**src/bdpb_pkg.sv**
```systemverilog
// ----------------------------------------------------------------------------
// bdpb_pkg
// shared types and constants of the brush dab pixel blend
// ----------------------------------------------------------------------------
package bdpb_pkg;

	localparam int SIZE_BITS     = 10;
	localparam int CHAN_BITS     = 8;
	localparam int CFG_IDX_BITS  = 3;
	localparam int CFG_DATA_BITS = 10;
	localparam int QUO_BITS      = 9;
	localparam int REP_BITS      = 24;
	localparam int NUM_COLORS    = 3;

	typedef enum logic [CFG_IDX_BITS-1:0] {
		REG_BRUSH_SIZE  = 3'd0,
		REG_OPACITY     = 3'd1,
		REG_HARDNESS    = 3'd2,
		REG_PAINT_RED   = 3'd3,
		REG_PAINT_GREEN = 3'd4,
		REG_PAINT_BLUE  = 3'd5,
		REG_ERASER_MODE = 3'd6
	} cfg_reg_t;

	typedef struct packed {
		logic [CHAN_BITS-1:0] red;
		logic [CHAN_BITS-1:0] green;
		logic [CHAN_BITS-1:0] blue;
		logic [CHAN_BITS-1:0] alpha;
	} rgba_t;

	// valid bit plus per-item hit flag travelling between the sections
	typedef struct packed {
		logic valid;
		logic hit;
	} ctl_t;

	typedef struct packed {
		logic [SIZE_BITS-1:0] brush_size;
		logic [CHAN_BITS-1:0] opacity;
		logic [CHAN_BITS-1:0] hardness;
		logic [CHAN_BITS-1:0] paint_red;
		logic [CHAN_BITS-1:0] paint_green;
		logic [CHAN_BITS-1:0] paint_blue;
		logic                 eraser_mode;
	} cfg_t;

	typedef struct packed {
		rgba_t pix;
		logic  changed;
	} res_item_t;

	localparam cfg_t CFG_RESET = '{
		brush_size:  10'd32,
		opacity:     8'd191,
		hardness:    8'd77,
		paint_red:   8'd0,
		paint_green: 8'd0,
		paint_blue:  8'd0,
		eraser_mode: 1'b0
	};

endpackage

```
**src/bdpb_dist.sv**
```systemverilog
// ----------------------------------------------------------------------------
// bdpb_dist
// half-pixel offsets, squared distance, radius test and pipelined square root
// ----------------------------------------------------------------------------
module bdpb_dist import bdpb_pkg::*; #(
	parameter int COORD_BITS = 12,
	parameter int FRAC_BITS  = 16
) (
	input  logic                           clk,
	input  logic                           arst_n,
	input  logic                           en,
	input  logic                           in_valid,
	input  logic [COORD_BITS-1:0]          center_x,
	input  logic [COORD_BITS-1:0]          center_y,
	input  logic [COORD_BITS-1:0]          pixel_x,
	input  logic [COORD_BITS-1:0]          pixel_y,
	input  rgba_t                          dst,
	input  logic [2*SIZE_BITS-1:0]         size_sq,
	output ctl_t                           ctl,
	output logic [SIZE_BITS+FRAC_BITS-1:0] root,
	output rgba_t                          dst_o
);
	localparam int OW  = COORD_BITS + 2;
	localparam int SQW = 2*COORD_BITS + 3;
	localparam int DW  = 2*SIZE_BITS;
	localparam int RN  = SIZE_BITS + FRAC_BITS;
	localparam int RW  = RN + 3;

	// stage 1: offsets in half pixels
	logic [COORD_BITS:0]    dx, dy;
	logic signed [OW-1:0]   ex_s1, ey_s1;
	logic                   v_s1;
	rgba_t                  px_s1;

	assign dx = {1'b0, pixel_x} - {1'b0, center_x};
	assign dy = {1'b0, pixel_y} - {1'b0, center_y};

	always_ff @(posedge clk or negedge arst_n) begin
		if (!arst_n) begin
			v_s1 <= 1'b0;
		end else if (en) begin
			v_s1 <= in_valid;
		end
	end

	always_ff @(posedge clk) begin
		if (en) begin
			ex_s1 <= {dx, 1'b1};
			ey_s1 <= {dy, 1'b1};
			px_s1 <= dst;
		end
	end

	// stage 2: squares
	logic signed [2*OW-1:0] mx, my;
	logic [SQW-1:0]         sqx_s2, sqy_s2;
	logic                   v_s2;
	rgba_t                  px_s2;

	assign mx = ex_s1 * ex_s1;
	assign my = ey_s1 * ey_s1;

	always_ff @(posedge clk or negedge arst_n) begin
		if (!arst_n) begin
			v_s2 <= 1'b0;
		end else if (en) begin
			v_s2 <= v_s1;
		end
	end

	always_ff @(posedge clk) begin
		if (en) begin
			sqx_s2 <= mx[SQW-1:0];
			sqy_s2 <= my[SQW-1:0];
			px_s2  <= px_s1;
		end
	end

	// stage 3: sum and radius test, feeds the root pipe
	logic [SQW:0]    dsum;
	logic            in_rad;

	assign dsum   = {1'b0, sqx_s2} + {1'b0, sqy_s2};
	assign in_rad = dsum <= (SQW+1)'(size_sq);

	logic [RW-1:0] rt_rem_s  [RN+1];
	logic [RN-1:0] rt_root_s [RN+1];
	logic [DW-1:0] rt_d_s    [RN+1];
	logic          rt_v_s    [RN+1];
	logic          rt_hit_s  [RN+1];
	rgba_t         rt_px_s   [RN+1];

	always_ff @(posedge clk or negedge arst_n) begin
		if (!arst_n) begin
			rt_v_s[0] <= 1'b0;
		end else if (en) begin
			rt_v_s[0] <= v_s2;
		end
	end

	always_ff @(posedge clk) begin
		if (en) begin
			rt_rem_s[0]  <= '0;
			rt_root_s[0] <= '0;
			rt_d_s[0]    <= dsum[DW-1:0];
			rt_hit_s[0]  <= in_rad;
			rt_px_s[0]   <= px_s2;
		end
	end

	// one root bit per stage, most significant first
	for (genvar k = 0; k < RN; k++) begin : g_root
		localparam int I = RN - 1 - k;
		logic [1:0]    pair;
		logic [RW-1:0] rem_n, trial;

		if (I >= FRAC_BITS) begin : g_pair
			assign pair = rt_d_s[k][2*(I-FRAC_BITS) +: 2];
		end else begin : g_zero
			assign pair = 2'b00;
		end

		assign rem_n = {rt_rem_s[k][RW-3:0], pair};
		assign trial = {1'b0, rt_root_s[k], 2'b01};

		always_ff @(posedge clk or negedge arst_n) begin
			if (!arst_n) begin
				rt_v_s[k+1] <= 1'b0;
			end else if (en) begin
				rt_v_s[k+1] <= rt_v_s[k];
			end
		end

		always_ff @(posedge clk) begin
			if (en) begin
				if (rem_n >= trial) begin
					rt_rem_s[k+1]  <= rem_n - trial;
					rt_root_s[k+1] <= {rt_root_s[k][RN-2:0], 1'b1};
				end else begin
					rt_rem_s[k+1]  <= rem_n;
					rt_root_s[k+1] <= {rt_root_s[k][RN-2:0], 1'b0};
				end
				rt_d_s[k+1]   <= rt_d_s[k];
				rt_hit_s[k+1] <= rt_hit_s[k];
				rt_px_s[k+1]  <= rt_px_s[k];
			end
		end
	end

	assign ctl   = '{valid: rt_v_s[RN], hit: rt_hit_s[RN]};
	assign root  = rt_root_s[RN];
	assign dst_o = rt_px_s[RN];

endmodule

```
**config.mk**
```make
export PLATFORM = sky130hd
export DESIGN_NAME = bdpb_dist
export DESIGN_NICKNAME = d
export VERILOG_FILES = /design/src/bdpb_pkg.sv /design/src/bdpb_dist.sv
export SDC_FILE = /design/constraint.sdc
export NUM_CORES = 2
export LEC_CHECK = 0
export BUFFER_PORTS_ARGS = -buffer_cell sky130_fd_sc_hd__buf_2
export CAP_MARGIN = 20
export CORE_ASPECT_RATIO = 1.4
export CORE_MARGIN = 2
export CORE_UTILIZATION = 44
export DETAILED_ROUTE_END_ITERATION = 16
export PLACE_DENSITY = 0.6
export SYNTH_ARGS = -nofsm -noshare
export SYNTH_HDL_FRONTEND = slang
export SYNTH_SLANG_ARGS = --single-unit
```
**constraint.sdc**
```tcl
create_clock -name clk -period 9.43 [get_ports clk]
set_input_delay 0.4715 -clock clk [delete_from_list [all_inputs] [get_ports clk]]
set_output_delay 0.4715 -clock clk [all_outputs]
set_load 0.005 [all_outputs]
```
# Word-level counts from Yosys, hierarchy flattened
# Memory sizes are Yosys's and may differ from the RTL's.
# Index checks and enable logic that the tools add are counted.
[word_totals]
inputBits = 104
regBits = 173
word_cells = 366
ramBits = 2916
memories = 5
[memory_table]
columns = ["name", "words", "width", "read_ports", "rd_clocked_by_memory_dff", "wr", "line_no", "text"]
rows = [
  ["rt_px_s", 27, 32, 27, 0, 27, "bdpb_dist.sv:91", "rgba_t rt_px_s [RN+1];"],
  ["rt_rem_s", 27, 29, 26, 0, 27, "bdpb_dist.sv:86", "logic [RW-1:0] rt_rem_s [RN+1];"],
  ["rt_root_s", 27, 26, 27, 0, 27, "bdpb_dist.sv:87", "logic [RN-1:0] rt_root_s [RN+1];"],
  ["rt_d_s", 27, 20, 26, 0, 27, "bdpb_dist.sv:88", "logic [DW-1:0] rt_d_s [RN+1];"],
  ["rt_hit_s", 27, 1, 27, 0, 27, "bdpb_dist.sv:90", "logic rt_hit_s [RN+1];"],
]
[op_classes]
bitwise = 52
multipliers = 2
magnitude_cmp = 27
n_mux = 210
addsub = 29
[ops]
columns = ["operator", "count"]
rows = [
  ["$ge A29 B28 Y1", 26],
  ["$mux W29", 26],
  ["$sub A29 B28 Y29", 26],
  ["$mux W26", 26],
  ["$mux W1", 158],
  ["$mul A14 B14 Y27", 2],
  ["$or A1 B1 Y1", 52],
  ["$add A27 B27 Y28", 1],
  ["$le A28 B20 Y1", 1],
  ["$sub A12 B12 Y13", 2],
]

# Depth between registers and ports, before layout
# An unclocked memory read counts as a cell.
[logic_depth]
word_depth = 6
depth_mapped = 25
depth_no_buf = 24

# Worst setup path after synthesis
# Ideal clock, no wire load.
[synth_path]
path_type = "reg-to-reg"
from = "register ex_s1[4]"
to = "register sqx_s2[26] (data pin)"
period_less_slack_ns = 6.827
path_stages_with_launch = 23
arrival_time_ns = 6.567
path_slack_ns = 2.603
path_buffers = 1
setup_time_ns = 0.260
path_cell_list = "edfxtp_1 clkbuf_1 nand2_1 fa_1 inv_1 fa_1 fa_1 inv_1 fa_1 inv_1 fa_1 fa_1 ha_1 a21o_1 a21o_1 a31oi_1 o22ai_1 o221a_2 o41ai_1 nor2_1 a2111oi_0 o21ba_2 xnor2_1"
[synth_via]
elab_chain_cells = 1
[synth_rtl]
columns = ["item", "line_no", "text"]
rows = [
  ["start, declared", "bdpb_dist.sv:31", "logic signed [OW-1:0] ex_s1, ey_s1;"],
  ["start signal, assigned", "bdpb_dist.sv:48", "ex_s1 <= {dx, 1'b1};"],
  ["$mul A14 B14 Y27", "bdpb_dist.sv:60", "assign mx = ex_s1 * ex_s1;"],
  ["named net mx[26]", "bdpb_dist.sv:55", "logic signed [2*OW-1:0] mx, my;"],
  ["end signal, assigned", "bdpb_dist.sv:73", "sqx_s2 <= mx[SQW-1:0];"],
  ["end, declared", "bdpb_dist.sv:56", "logic [SQW-1:0] sqx_s2, sqy_s2;"],
]
# The timed path passes the listed nets, and every way through them passes these cells.
# A chain may end at the register's enable or synchronous reset.

# Worst setup path after layout
[layout_path]
from = "register ex_s1[8]"
to = "register sqx_s2[26] (data pin)"
# Same word-level chain as after synthesis.

==> summary.txt <==
Power
  • Worst IR Drop VDD: ~1.2 mV
  • Internal cell power: ~28 mW
  • Overall power: between 40 and 50 mW
  • Ratio of total power to cell area: 387 nW/um^2
  • Switch share: 37.4%
  • Combinational group share of total power: between 50 and 60%
  • Leak Pwr: 44.5 nW
  • Reg power frac: a little under a third
  • Net switching power of the design: 16.5 mW
  • Fraction of power consumed by the clock network: 18.0%

Drt
  • Post-Route WL: 190000 um
  • Via count: 56.5k
  • Avg Vias per Cell: 5.10
  • Drc violations: 0
  • Iteration count of the initial detailed-routing pass: 8
  • Routed WL per cell: 17.1 um
  • Initial DRC count: 2966
  • Antenna Violating Nets Remaining: 0

Synthesis
  • Dominant cells by area after synthesis: edfxtp_1, fa_1, ha_1
  • Unique cell type count in the Yosys netlist: 80
  • Number of warnings issued by yosys: 0
  • Top cells by instance count after synthesis: edfxtp_1, inv_1, ha_1, nand2_1, nor2_1
  • Flop and latch count out of synthesis: 2123
  • Post-Synthesis Net Count: 8545
  • Average instance area after synthesis: 13.6 sq um
  • Area share of the largest cell type after synthesis: 61.2%
  • Share of flip-flops with an asynchronous set or reset: 1.37%
  • Post-Syn Area: ~100000 sq um
  • Library cell with the highest instance count after synthesis: edfxtp_1
  • Post-Synthesis Cells: 7549
  • Sequential share of the synthesized area: 62.0%
  • Number of enable flip-flop cells after synthesis: ~2.1k
  • Cell type contributing the most total cell area after synthesis: edfxtp_1
  • Dominant synthesized flop cell: edfxtp_1

STA
  • Finish-stage setup viols: 0
  • Setup clock skew after layout: 0.0654 ns
  • Final worst path period need: 7.81 ns
  • Max-slew violations: 0
  • Final hold vios: 0
  • Final period util: 82.9%
  • Headroom to the max-slew limit: 15.1%
  • Setup tns final: 0 ns
  • Measured slew at the worst slew-check pin: between 1 and 1.5 ns
  • Setup repair after global routing missed its margin: no
  • Highest clock frequency the design can meet: 128 MHz

Global routing
  • Number of antenna violations at the first check in global routing: 3
  • Gr ovfl total: 0
  • First-pass GRT wire length: 300000 um
  • Met2 track demand over resource: 32.8%
  • Total track usage: 16.0%
  • Most Used Layer, Global Route: met2
  • Vias in the first global route: 59.8k
  • Largest net degree at the start of global routing: 191
  • Met3 layer usage reported by global route: 2.11%
  • Global-route track usage on met1: 14.4%

Final layout
  • Total number of nets in the final design: between 8k and 9k
  • Fin cells: between 10k and 15k
  • Layout cells sized above 1: between 8 and 9%
  • Total of fill cells in the finished design: 19.9k
  • Synthesis-to-layout area growth: 11.1%

Setup path
  • Library cell appearing most often on the critical path: fa_1
  • Setup CP Type: register to register
  • Startpoint type of the worst setup path: register
  • Worst Setup End Kind: register
  • CP top delay family: adder cells
  • Slowest CP cell: edfxtp_1
  • Critical Path Fanout Max: 10
  • Worst path bufs/invs: 1
  • Data required time at the worst endpoint: 10.00 ns
  • Critical Path AT: 8.39 ns
  • Chain of cells forming the critical path: inv_1, nor2_1, fa_1, fa_1, fa_1, fa_1, fa_1, fa_1, ha_1, a21o_1, a21o_1, a31oi_1, o22ai_1, o221a_2, o41ai_1, nor2_1, a2111oi_0, o21ba_2, xnor2_1
  • Largest stage delay, worst path: 0.75 ns

CTS
  • CTS tree: built
  • Clock tree root buffer cell: clkbuf_16
  • Clock network latency to the later pin of the worst-skew pair: 0.87 ns
  • Clock sink count: roughly 2.1k
  • Clock tree buffer depth: 4
  • Clock H-tree levels: 4
  • Inserted Clock Buffers: about 210
  • Number of buffers inserted to repair setup after CTS: 0
  • Clock-pin transition on the worst setup and hold timing paths: around 0.070 ns

Floorplanning
  • Core Area: 232000 sq um
  • Overall die area: 237000 sq um
  • Chip Height: ~580 um
  • Num rows: 209
  • Width of the die: 412 um
  • Starting density of the core: 44.3%
  • Boundary Pins: 164

Placement
  • Gp weighted congestion: 0.878
  • DP Cell Count: around 11k
  • Number of input and output port buffers inserted: ~160
  • Post-detail-place hpwl: approximately 140000 um

Run status
  • Status: finished clean

Hold path
  • Class of the worst hold path: input port to register

Run
  • Number of max-capacitance violations reported: 0
## area by class of cell
type                            instances  area (sq um)  area share, %
Inverter                              893          3350           2.94
Sequential cell                      2123         63600           55.8
Multi-Input combinational cell       4384         35100           30.8
Timing Repair Buffer                  249          1640           1.44
Clock inverter                        123          1040          0.910
Antenna cell                            1          2.50        0.00219
Tap cell                             3059          3830           3.36
Clock buffer                          246          5450           4.78
## state kept, by name, indices dropped and copies added (netlist names)
| register | count |
|---|---|
| ey_s1 | 13 |
| sqy_s2 | 25 |
| rt_v_s | 26 |
| px_s2 | 32 |
| ctl | 1 |
| rt_root_s | 335 |
| v_s1 | 1 |
| rt_rem_s | 638 |
| rt_d_s | 90 |
| px_s1 | 32 |
| rt_px_s | 864 |
| v_s2 | 1 |
| rt_hit_s | 27 |
| ex_s1 | 13 |
| sqx_s2 | 25 |
## layer usage
| metal | vias up | wire length, um | part of all wire [%] |
|---|---|---|---|
| met5 | - | 0 | 0 |
| met4 | 0 | 12000 | 6.3 |
| met3 | 513 | 5640 | 3.0 |
| met2 | 900 | 110000 | 58 |
| met1 | 27600 | 62100 | 33 |
| li1 | 27400 | - | - |
## metrics by stage
step                area, sq um  utilization (%)  setup WS [ns]  hold slack, ns
global route             114000             49.2          0.960          0.0241
floorplan                103000                -           2.60           0.176
detailed placement       107000             46.3           1.57           0.405
finish                   114000             49.2           1.62          0.0664
global placement         107000             46.3           1.68           0.400
CTS                      114000             49.2           1.56        0.000540
## final timing paths
kind	to	startpoint	slack (ns)	cells past startpoint
worst min-delay path	ex_s1[1]$_DFFE_PP_	center_x[0]	0.07	3
max in group asynchronous	rt_v_s[12]$_DFFE_PN0P_	arst_n	8.80	2
worst max register to register	sqx_s2[26]$_DFFE_PP_	ex_s1[8]$_DFFE_PP_	1.62	19
worst max-delay path	sqx_s2[26]$_DFFE_PP_	ex_s1[8]$_DFFE_PP_	1.62	19
min in group asynchronous	rt_v_s[1]$_DFFE_PN0P_	arst_n	0.22	2
worst min register to register	rt_px_s[9][11]$_DFFE_PP_	rt_px_s[8][11]$_DFFE_PP_	0.35	0
## worst reg2reg max path: stages, from the launching register on
cell,delay [ns]
edfxtp_1,0.75
inv_1,0.35
nor2_1,0.30
fa_1,0.50
fa_1,0.50
fa_1,0.51
fa_1,0.56
fa_1,0.44
fa_1,0.47
ha_1,0.34
a21o_1,0.20
a21o_1,0.17
a31oi_1,0.37
o22ai_1,0.23
o221a_2,0.32
o41ai_1,0.54
nor2_1,0.11
a2111oi_0,0.63
o21ba_2,0.22
xnor2_1,0.06
## power by group through the flow
stage / clock network [mW] / registers [mW] / logic, mW
after floorplan: 0 / 13.6 / 17.3
after global placement: 0 / 13.9 / 22.5
after detailed placement: 0 / 14.0 / 23.0
after CTS: 8.24 / 13.8 / 23.1
after global routing: 8.59 / 13.9 / 25.9
final: 7.96 / 13.7 / 22.4
## kinds of logic (layout without fill, tap and decap cells)
family,after synthesis,after routing,synth area share [%]
other,0,1,0
flip-flops,2123,2123,62.0
AND/OR/NAND/NOR,1724,1724,8.20
XOR/XNOR,568,568,4.85
adder cells (fa/ha/maj),892,892,13.4
buffers and inverters,1042,1511,3.84
AO/OA/AOI/OAI,1109,1109,6.76
multiplexers,91,91,0.989
## cell usage in the layout, fill, tap and decap left out, types with 54 or more instances in the layout
cell type / n
edfxtp_1: 2093
inv_1: 890
ha_1: 548
nand2_1: 508
nor2_1: 420
fa_1: 344
o21ai_0: 333
xnor2_1: 308
a21oi_1: 289
xor2_1: 260
clkbuf_16: 212
buf_2: 162
nor3_1: 144
a21o_1: 102
nand2b_1: 84
nor2b_1: 83
mux2_2: 83
and2_1: 79
nand3_1: 73
or3_1: 71
nor4_1: 68
o21a_1: 66
clkinv_1: 54
## repair_timing
action / CTS / global route
gates resized for setup: 0 / 0
endpoints found under the hold margin: 62 / 0
hold buffers: 34 / 0
Note: power is estimated with default switching activity, not from simulation.
