==> src/bdpb_pkg.sv <==
// ----------------------------------------------------------------------------
// bdpb_pkg
// shared types and constants of the brush dab pixel blend
// ----------------------------------------------------------------------------
package bdpb_pkg;

	localparam int SIZE_BITS     = 10;
	localparam int CHAN_BITS     = 8;
	localparam int CFG_IDX_BITS  = 3;
	localparam int CFG_DATA_BITS = 10;
	localparam int QUO_BITS      = 9;
	localparam int REP_BITS      = 24;
	localparam int NUM_COLORS    = 3;

	typedef enum logic [CFG_IDX_BITS-1:0] {
		REG_BRUSH_SIZE  = 3'd0,
		REG_OPACITY     = 3'd1,
		REG_HARDNESS    = 3'd2,
		REG_PAINT_RED   = 3'd3,
		REG_PAINT_GREEN = 3'd4,
		REG_PAINT_BLUE  = 3'd5,
		REG_ERASER_MODE = 3'd6
	} cfg_reg_t;

	typedef struct packed {
		logic [CHAN_BITS-1:0] red;
		logic [CHAN_BITS-1:0] green;
		logic [CHAN_BITS-1:0] blue;
		logic [CHAN_BITS-1:0] alpha;
	} rgba_t;

	// valid bit plus per-item hit flag travelling between the sections
	typedef struct packed {
		logic valid;
		logic hit;
	} ctl_t;

	typedef struct packed {
		logic [SIZE_BITS-1:0] brush_size;
		logic [CHAN_BITS-1:0] opacity;
		logic [CHAN_BITS-1:0] hardness;
		logic [CHAN_BITS-1:0] paint_red;
		logic [CHAN_BITS-1:0] paint_green;
		logic [CHAN_BITS-1:0] paint_blue;
		logic                 eraser_mode;
	} cfg_t;

	typedef struct packed {
		rgba_t pix;
		logic  changed;
	} res_item_t;

	localparam cfg_t CFG_RESET = '{
		brush_size:  10'd32,
		opacity:     8'd191,
		hardness:    8'd77,
		paint_red:   8'd0,
		paint_green: 8'd0,
		paint_blue:  8'd0,
		eraser_mode: 1'b0
	};

endpackage

==> src/bdpb_falloff.sv <==
// ----------------------------------------------------------------------------
// bdpb_falloff
// distance over radius, hardness falloff divide and opacity scaling
// ----------------------------------------------------------------------------
module bdpb_falloff import bdpb_pkg::*; #(
	parameter int FRAC_BITS = 16
) (
	input  logic                           clk,
	input  logic                           arst_n,
	input  logic                           en,
	input  ctl_t                           ctl_i,
	input  logic [SIZE_BITS+FRAC_BITS-1:0] root,
	input  rgba_t                          dst,
	input  logic [SIZE_BITS-1:0]           brush_size,
	input  logic [FRAC_BITS:0]             hard_q,
	input  logic [FRAC_BITS:0]             opac_q,
	output ctl_t                           ctl_o,
	output logic [FRAC_BITS:0]             cov,
	output rgba_t                          dst_o
);
	localparam int RN = SIZE_BITS + FRAC_BITS;
	localparam int Q  = FRAC_BITS + 1;
	localparam int FW = 2*FRAC_BITS + 1;
	localparam logic [FRAC_BITS:0] ONE = {1'b1, {FRAC_BITS{1'b0}}};

	// t = root / size, restoring division
	logic [RN-1:0] td_rem_s [Q];
	logic [Q-1:0]  td_q_s   [Q];
	logic          td_v_s   [Q];
	logic          td_hit_s [Q];
	rgba_t         td_px_s  [Q];

	for (genvar k = 0; k < Q; k++) begin : g_tdiv
		localparam int J = FRAC_BITS - k;
		logic [RN-1:0] src_rem, dv;
		logic [Q-1:0]  src_q;
		logic          src_v, src_hit, ge;
		rgba_t         src_px;

		if (k == 0) begin : g_first
			assign src_rem = root;
			assign src_q   = '0;
			assign src_v   = ctl_i.valid;
			assign src_hit = ctl_i.hit;
			assign src_px  = dst;
		end else begin : g_next
			assign src_rem = td_rem_s[k-1];
			assign src_q   = td_q_s[k-1];
			assign src_v   = td_v_s[k-1];
			assign src_hit = td_hit_s[k-1];
			assign src_px  = td_px_s[k-1];
		end

		assign dv = {{(RN-SIZE_BITS){1'b0}}, brush_size} << J;
		assign ge = src_rem >= dv;

		always_ff @(posedge clk or negedge arst_n) begin
			if (!arst_n) begin
				td_v_s[k] <= 1'b0;
			end else if (en) begin
				td_v_s[k] <= src_v;
			end
		end

		always_ff @(posedge clk) begin
			if (en) begin
				td_rem_s[k] <= ge ? src_rem - dv : src_rem;
				td_q_s[k]   <= {src_q[Q-2:0], ge};
				td_hit_s[k] <= src_hit;
				td_px_s[k]  <= src_px;
			end
		end
	end

	// falloff setup: clip, compare with hardness, numerator and denominator
	logic [Q-1:0] tc;
	logic [Q-1:0] num_su, den_su;
	logic         gt_su, v_su, hit_su;
	rgba_t        px_su;

	assign tc = (td_q_s[Q-1] > ONE) ? ONE : td_q_s[Q-1];

	always_ff @(posedge clk or negedge arst_n) begin
		if (!arst_n) begin
			v_su <= 1'b0;
		end else if (en) begin
			v_su <= td_v_s[Q-1];
		end
	end

	always_ff @(posedge clk) begin
		if (en) begin
			gt_su  <= tc > hard_q;
			num_su <= tc - hard_q;
			den_su <= ONE - hard_q;
			hit_su <= td_hit_s[Q-1];
			px_su  <= td_px_s[Q-1];
		end
	end

	// (t - h) * ONE / (ONE - h)
	logic [FW-1:0] fd_rem_s [Q];
	logic [Q-1:0]  fd_den_s [Q];
	logic [Q-1:0]  fd_q_s   [Q];
	logic          fd_gt_s  [Q];
	logic          fd_v_s   [Q];
	logic          fd_hit_s [Q];
	rgba_t         fd_px_s  [Q];

	for (genvar k = 0; k < Q; k++) begin : g_fdiv
		localparam int J = FRAC_BITS - k;
		logic [FW-1:0] src_rem, dv;
		logic [Q-1:0]  src_den, src_q;
		logic          src_gt, src_v, src_hit, ge;
		rgba_t         src_px;

		if (k == 0) begin : g_first
			assign src_rem = {num_su, {FRAC_BITS{1'b0}}};
			assign src_den = den_su;
			assign src_q   = '0;
			assign src_gt  = gt_su;
			assign src_v   = v_su;
			assign src_hit = hit_su;
			assign src_px  = px_su;
		end else begin : g_next
			assign src_rem = fd_rem_s[k-1];
			assign src_den = fd_den_s[k-1];
			assign src_q   = fd_q_s[k-1];
			assign src_gt  = fd_gt_s[k-1];
			assign src_v   = fd_v_s[k-1];
			assign src_hit = fd_hit_s[k-1];
			assign src_px  = fd_px_s[k-1];
		end

		assign dv = {{(FW-Q){1'b0}}, src_den} << J;
		assign ge = src_rem >= dv;

		always_ff @(posedge clk or negedge arst_n) begin
			if (!arst_n) begin
				fd_v_s[k] <= 1'b0;
			end else if (en) begin
				fd_v_s[k] <= src_v;
			end
		end

		always_ff @(posedge clk) begin
			if (en) begin
				fd_rem_s[k] <= ge ? src_rem - dv : src_rem;
				fd_den_s[k] <= src_den;
				fd_q_s[k]   <= {src_q[Q-2:0], ge};
				fd_gt_s[k]  <= src_gt;
				fd_hit_s[k] <= src_hit;
				fd_px_s[k]  <= src_px;
			end
		end
	end

	// falloff times opacity
	logic [Q-1:0]     fall;
	logic [2*Q-1:0]   prod;
	logic [Q-1:0]     a_sm;
	logic             v_sm, hit_sm;
	rgba_t            px_sm;

	assign fall = fd_gt_s[Q-1] ? ONE - fd_q_s[Q-1] : ONE;
	assign prod = opac_q * fall;

	always_ff @(posedge clk or negedge arst_n) begin
		if (!arst_n) begin
			v_sm <= 1'b0;
		end else if (en) begin
			v_sm <= fd_v_s[Q-1];
		end
	end

	always_ff @(posedge clk) begin
		if (en) begin
			a_sm   <= prod[2*FRAC_BITS:FRAC_BITS];
			hit_sm <= fd_hit_s[Q-1];
			px_sm  <= fd_px_s[Q-1];
		end
	end

	assign ctl_o = '{valid: v_sm, hit: hit_sm};
	assign cov   = a_sm;
	assign dst_o = px_sm;

endmodule

==> config.mk <==
export PLATFORM = sky130hd
export DESIGN_NAME = bdpb_falloff
export DESIGN_NICKNAME = d
export VERILOG_FILES = /design/src/bdpb_pkg.sv /design/src/bdpb_falloff.sv
export SDC_FILE = /design/constraint.sdc
export NUM_CORES = 2
export LEC_CHECK = 0
export ABC_CLOCK_PERIOD_IN_PS = 8200
export BUFFER_PORTS_ARGS = -buffer_cell sky130_fd_sc_hd__buf_2
export CORE_MARGIN = 2
export CORE_UTILIZATION = 57
export DETAILED_ROUTE_END_ITERATION = 12
export GPL_TIMING_DRIVEN = 0
export HOLD_SLACK_MARGIN = 0.08
export PLACE_DENSITY = 0.74
export RECOVER_POWER = 50
export SETUP_SLACK_MARGIN = 0.4
export SYNTH_ARGS = -nofsm -noshare
export SYNTH_HDL_FRONTEND = slang
export SYNTH_SLANG_ARGS = --single-unit
==> constraint.sdc <==
create_clock -name clk -period 8.2 [get_ports clk]
set_input_delay 2.46 -clock clk [delete_from_list [all_inputs] [get_ports clk]]
set_output_delay 2.46 -clock clk [all_outputs]
set_load 0.01 [all_outputs]
# ---- Yosys cells after proc, flatten, opt, wreduce, memory -nomap -nowiden
# Memories as Yosys holds them, arrays and structs flattened. A register that Yosys moved wholly into a read port is not among the register bits.
# Cells that the tools add are included.
dict set report word_totals {
  regBits 88
  ramBits 3009
  in_bits 107
  out_inout_bits 51
  elab_cells 162
  memories 10
}
# name words width rd rd_ports_with_merged_regs write_ports line
set memory_table {}
lappend memory_table {fd_rem_s 17 33 16 0 17 bdpb_falloff.sv:102} ;# logic [FW-1:0] fd_rem_s [Q];
lappend memory_table {fd_px_s 17 32 17 1 17 bdpb_falloff.sv:108} ;# rgba_t fd_px_s [Q];
lappend memory_table {td_px_s 17 32 17 1 17 bdpb_falloff.sv:31} ;# rgba_t td_px_s [Q];
lappend memory_table {td_rem_s 17 26 16 0 17 bdpb_falloff.sv:27} ;# logic [RN-1:0] td_rem_s [Q];
lappend memory_table {fd_den_s 17 17 16 0 17 bdpb_falloff.sv:103} ;# logic [Q-1:0] fd_den_s [Q];
lappend memory_table {fd_q_s 17 17 17 0 17 bdpb_falloff.sv:104} ;# logic [Q-1:0] fd_q_s [Q];
lappend memory_table {{4 more memories} -- -- -- -- -- --}
dict set report classes {
  n_addsub 37
  n_mul 1
  magnitude_cmp 36
  muxes 38
}
# operator n
set ops {}
lappend ops {{$mux 33} 17}
lappend ops {{$mux 26} 17}
lappend ops {{$mux 17} 2}
lappend ops {{$sub 17x17->17 const A} 2}
lappend ops {{$ge 33x17->1} 1}
lappend ops {{$ge 33x18->1} 1}
lappend ops {{$ge 33x19->1} 1}
lappend ops {{$ge 33x20->1} 1}
lappend ops {{$ge 33x21->1} 1}
lappend ops {{$ge 33x22->1} 1}
lappend ops {{$ge 33x23->1} 1}
lappend ops {{$ge 33x24->1} 1}
lappend ops {{$ge 33x25->1} 1}
lappend ops {{$ge 33x26->1} 1}
lappend ops {{$ge 33x27->1} 1}
lappend ops {{$ge 33x28->1} 1}
lappend ops {{$ge 33x29->1} 1}
lappend ops {{$ge 33x30->1} 1}
lappend ops {{$ge 33x31->1} 1}
lappend ops {{$ge 33x32->1} 1}
lappend ops {{$ge 33x33->1} 1}
lappend ops {{$mul 17x17->33} 1}
lappend ops {{$sub 33x17->33} 1}
lappend ops {{$sub 33x18->33} 1}
lappend ops {{other kinds (53)} 54}

# ---- Depth between registers and ports, before layout
# An unclocked memory read counts as a cell.
dict set report logic_depth {
  ltp_word 4
  ltp_mapped 31
  ltp_nobuf 30
}

# ---- Worst setup path after synthesis
# No wires, ideal clock.
dict set report synth_path {
  kind {input-to-reg}
  from {input port opac_q[13]}
  to {register a_sm[13] (netlist: cov[13]) (data pin)}
  setup_ps 262
  arrival_time_ps 8155
  required_time_ps 7938
  setup_slack_ps -217
  stages 23
  path_buffers 2
  cell_sequence {buf_1 clkbuf_1 nand2_1 fa_1 inv_1 fa_1 inv_1 fa_1 inv_1 fa_1 fa_1 inv_1 fa_1 inv_1 ha_1 a221oi_1 nor3_1 o311ai_0 nand4_1 and2_1 a21boi_0 o21bai_1 xor2_1}
}
dict set report synth_via {
  elab_chain_len 1
}
# item line
set synth_lines {}
lappend synth_lines {{from (decl)} bdpb_falloff.sv:16} ;# input logic [FRAC_BITS:0] opac_q,
lappend synth_lines {{$mul 17x17->33} bdpb_falloff.sv:166} ;# assign prod = opac_q * fall;
lappend synth_lines {{via prod[29]} bdpb_falloff.sv:160} ;# logic [2*Q-1:0] prod;
lappend synth_lines {{to (signal assigned)} bdpb_falloff.sv:178} ;# a_sm <= prod[2*FRAC_BITS:FRAC_BITS];
lappend synth_lines {{to (decl)} bdpb_falloff.sv:161} ;# logic [Q-1:0] a_sm;
# The timed path passes the listed nets, and every way through them passes these cells.
# A chain may end at the register's enable or synchronous reset.

==> metrics.md <==
| Metric | Value |
|---|---|
| Final HPWL from detailed placement | `~150,000 um` |
| R2r startpoint | `fd_q_s[8][6]` |
| Post-Syn Instances | `between 8,000 and 9,000` |
| Final number of hold-violating endpoints | `0` |
| Critical path's top delay family | `adder cells` |
| Insertion delay to the later sink of the worst-skew pair | `920 ps` |
| Count of endpoints failing setup in the final report | `0` |
| Final weighted congestion in routability-driven placement | `0.908` |
| Combinational power share | `0.252` |
| Via count of the first global-routing pass | `just under 70,000` |
| Origin of the worst min-delay path | `fd_px_s[1][4]` |
| Final TNS setup | `0 ps` |
| Combined buffer and inverter count along the critical path | `7` |
| Fmax | `around 0.12 GHz` |
| Total count of max-transition violations in the final report | `about 350` |
| Nets@finish | `9,910` |
| Cell taking the most area after synthesis | `sky130_fd_sc_hd__edfxtp_1` |
| Total vias in the final route | `about 67,000` |
| Critical path startpoint category | `flip-flop` |
| Antenna Nets Post-Route | `0` |
| Final cycle utilization of the critical path | `0.983` |
| Tightest hold margin | `about 380 ps` |
| Kind of path behind the tightest hold check | `reg -> reg` |
| Count of H-tree levels built during CTS | `5` |
| Critical Path End Type | `flip-flop` |
| Global-route wire length before repair | `between 300,000 and 400,000 um` |
| Leakage power figure | `about 52 nW` |
| CTS buffer count | `just under 300` |
| Worst slack at placement | `-1210 ps` |
| Post-Syn Area | `approximately 120,000 um2` |
| Most common cell type on the critical path | `sky130_fd_sc_hd__fa_1` |
| Required time of the worst setup path | `between 8000 and 9000 ps` |
| Maximum number of pins on one net before global-route repair | `a little under 200` |
| Cell count of the worst reg-to-reg path | `30` |
| CTS sink count | `2,679` |
| Mapped Nets | `between 9,000 and 10,000` |
| Cell Pwr Density | `308 nW/um2` |
| Proportion of power drawn by flip-flops and latches | `0.451` |
| IR drop worst, VDD | `about 0.34 mV` |
| Clock Path Buffers | `4` |
| Per-instance average area after synthesis | `14.3 um2` |
| Via/cell ratio | `roughly 5.5` |
| Number of port buffers | `155` |
| # IOs | `158` |
| Sw power | `0.0120 W` |
| TritonCTS clock tree | `yes` |
| Detailed-route wire length per cell | `18.5 um` |
| Number of antenna violations at the first check in global routing | `1` |
| Global-route usage over all layers | `0.205` |
| Placed standard-cell area | `around 130,000 um2` |
| Die area | `approximately 220,000 um2` |
| Sequential area share after synthesis | `0.661` |
| Relative slew slack | `-1.76` |
| Register-to-Register Setup Slack | `~140 ps` |
| Maximum single-stage delay on the critical path | `590 ps` |
| Worst Setup Slack, final | `between 100 and 150 ps` |
| Number of enable flip-flop cells after synthesis | `~2,600` |
| Placeable core region | `roughly 210,000 um2` |
| Synth area leaders | `sky130_fd_sc_hd__edfxtp_1 65%, sky130_fd_sc_hd__ha_1 6.0%, sky130_fd_sc_hd__fa_1 4.2%` |
| Async set or reset register ratio after synthesis | `0.0134` |
| Final cell area excluding filler cells | `136,000 um2` |
| Type of the setup path with the least slack | `reg -> reg` |
| Terminating pin of the worst hold path | `fd_px_s[2][4]` |
| Hold Crit Depth | `0` |
| Predominant post-synthesis flop cell | `sky130_fd_sc_hd__edfxtp_1` |
| Clock input transition at the sequential cells of the worst setup and hold paths | `roughly 60 ps` |
| Result of the run | `finished with violations` |
| Worst path depth | `30` |
| Remaining DRCs | `0` |
| Min Clock Period, post-route | `8060 ps` |
| Drt initial violations | `4,666` |
| CP Max Fanout | `7` |
| Worst Tran Pin Value | `between 4000 and 5000 ps` |
| First-pass DRT Iterations | `8` |
| Overall die width | `between 400 and 500 um` |
| Worst Clk Skew | `51.2 ps` |
| Wire length after detailed routing | `222,000 um` |
| Synth cell types | `100` |
| R2R Path End | `cov[11]` |
| Root buffer cell | `sky130_fd_sc_hd__clkbuf_16` |
| # Max-Cap Violations | `3` |
| Internal cell power | `between 0.02 and 0.03 W` |
| Synth top area share | `0.653` |
| Row Count | `~170` |
| Global-route congestion overflow total | `0` |
| Switching power share of the total | `0.287` |
| Violated checks | `max-capacitance violations, max-slew violations` |
| Power share of the clock group | `0.296` |
| Growth of design area from synthesis to finish | `12.0%` |
| Syn. warnings | `0` |
| Arr. time, crit path | `between 8000 and 9000 ps` |
| RSZ-0062 raised after global routing | `yes` |
| Share of cells above drive strength 1 | `0.101` |
| Number of flip-flops and latches in the synthesized netlist | `around 2,700` |
| Cell type of the slowest stage on the worst timing path | `sky130_fd_sc_hd__fa_2` |
| Starting density of the core | `0.573` |
| Height of the die | `466 um` |
| Total power consumption of the routed design | `between 0.04 and 0.05 W` |
==> worst reg2reg max path, delay by kind of cell (launching register included) <==
kind            cells  cell delay, ps
fa+ha+maj           7            3310
simple gates       11            2580
buf+inv             7             770
compound gates      3             500
flops               1             380
xor+xnor            2             250
==> power groups by stage <==
stage	logic (W)	registers, W	clock network (W)
after CTS	0.0105	0.0189	0.0128
final	0.0106	0.0189	0.0124
after floorplan	0.00776	0.0187	0
after detailed placement	0.0102	0.0191	0
after global placement	0.00985	0.0201	0
after global routing	0.0118	0.0191	0.0133
==> layout make-up <==
class,count,area (um2)
inverter,764,2870
antenna,1,2.50
fill,15044,75800
multi-input combinational,4889,38200
timing repair buffer,205,1430
sequential,2679,80300
tap,2821,3530
buffer,141,723
clock buffer,347,7600
clock inverter,144,1400
==> per-layer routing <==
layer,vias up,GRT usage,part of all wire
met5,-,0,0
met3,535,0.0338,0.047
met1,32236,0.258,0.41
li1,32063,-,-
met2,1673,0.357,0.51
met4,0,0.0817,0.038
==> layout by cell type (no fill, tap or decap), types with 36 or more instances in the layout <==
cell / n
sky130_fd_sc_hd__nor2b_1: 111
sky130_fd_sc_hd__clkbuf_1: 162
sky130_fd_sc_hd__xor2_1: 243
sky130_fd_sc_hd__mux2_2: 181
sky130_fd_sc_hd__nand2_1: 561
sky130_fd_sc_hd__nand2b_1: 99
sky130_fd_sc_hd__nor3_1: 144
sky130_fd_sc_hd__a21oi_1: 369
sky130_fd_sc_hd__nor2_1: 429
sky130_fd_sc_hd__xnor2_1: 322
sky130_fd_sc_hd__a31oi_1: 36
sky130_fd_sc_hd__inv_1: 752
sky130_fd_sc_hd__nand3_1: 92
sky130_fd_sc_hd__buf_2: 144
sky130_fd_sc_hd__and3_1: 112
sky130_fd_sc_hd__o31ai_1: 36
sky130_fd_sc_hd__and2_1: 47
sky130_fd_sc_hd__nor4_1: 99
sky130_fd_sc_hd__fa_1: 247
sky130_fd_sc_hd__dfrtp_1: 36
sky130_fd_sc_hd__edfxtp_1: 2643
sky130_fd_sc_hd__ha_1: 570
sky130_fd_sc_hd__clkinv_2: 40
sky130_fd_sc_hd__nand4_1: 63
sky130_fd_sc_hd__or3_1: 47
sky130_fd_sc_hd__o21ai_0: 321
sky130_fd_sc_hd__o21a_1: 72
sky130_fd_sc_hd__clkinv_1: 55
sky130_fd_sc_hd__a21o_1: 146
sky130_fd_sc_hd__clkbuf_16: 297
==> synth_stat cells (all sizes together) (33+ instances only) <==
cell type / instances
a211oi: 34
a21o: 146
a21oi: 369
a31oi: 39
and2: 58
and3: 114
clkbuf: 117
dfrtp: 36
edfxtp: 2643
fa: 254
ha: 579
inv: 764
mux2: 183
nand2: 572
nand2b: 99
nand3: 93
nand4: 63
nor2: 432
nor2b: 113
nor3: 149
nor4: 103
o21a: 72
o21ai: 324
o21bai: 33
o31ai: 36
or3: 47
xnor2: 328
xor2: 247
==> worst max-delay path by stage <==
stage / startpoint / endpoint / slack [ps]
after floorplan: opac_q[14] / cov[11] / 400
after global placement: en / fd_den_s[0][257] / -35140
after detailed placement: fd_q_s[8][5] / cov[11] / -1210
after CTS: fd_q_s[8][6] / cov[16] / 70
after global routing: fd_q_s[8][5] / cov[16] / -160
final: fd_q_s[8][6] / cov[11] / 140
==> state kept, by name, indices dropped and copies added, names as in the netlist, 16 cells and up <==
name / flops
cov: 17
den_su: 17
dst_o: 32
fd_den_s: 272
fd_gt_s: 17
fd_hit_s: 17
fd_px_s: 544
fd_q_s: 153
fd_rem_s: 392
g_fdiv.src_px: 32
g_fdiv.src_v: 17
g_tdiv.src_v: 16
num_su: 17
td_hit_s: 17
td_px_s: 544
td_q_s: 153
td_rem_s: 416
==> timing repair <==
| item | in CTS | in global routing |
|---|---|---|
| gates cloned | 1 | 0 |
| pin swaps | 39 | 16 |
| resized for setup | 71 | 33 |
| hold buffers | 0 | 0 |
| buffers inserted | 29 | 5 |
| setup endpoints to repair | 16 | 16 |
==> metrics by stage <==
step                utilization  std cells
global route              0.642      11991
detailed placement        0.597      11464
floorplan                     -       8473
finish                    0.642      11991
CTS                       0.642      11985
global placement          0.595      11449
==> cell families (layout without fill, tap and decap cells) <==
kind of cell | after synthesis | count (layout) | share of synthesized area
adders and majority gates | 833 | 833 | 0.101
other | 0 | 1 | 0
AOI/OAI and AO/OA | 1256 | 1256 | 0.0653
buffers and inverters | 905 | 1601 | 0.0282
and+or+nand+nor | 2014 | 2014 | 0.0835
muxes | 211 | 211 | 0.0193
xor gates and xnor gates | 575 | 575 | 0.0415
DFF | 2679 | 2679 | 0.661
No activity file was read; power rests on OpenSTA's default activity.
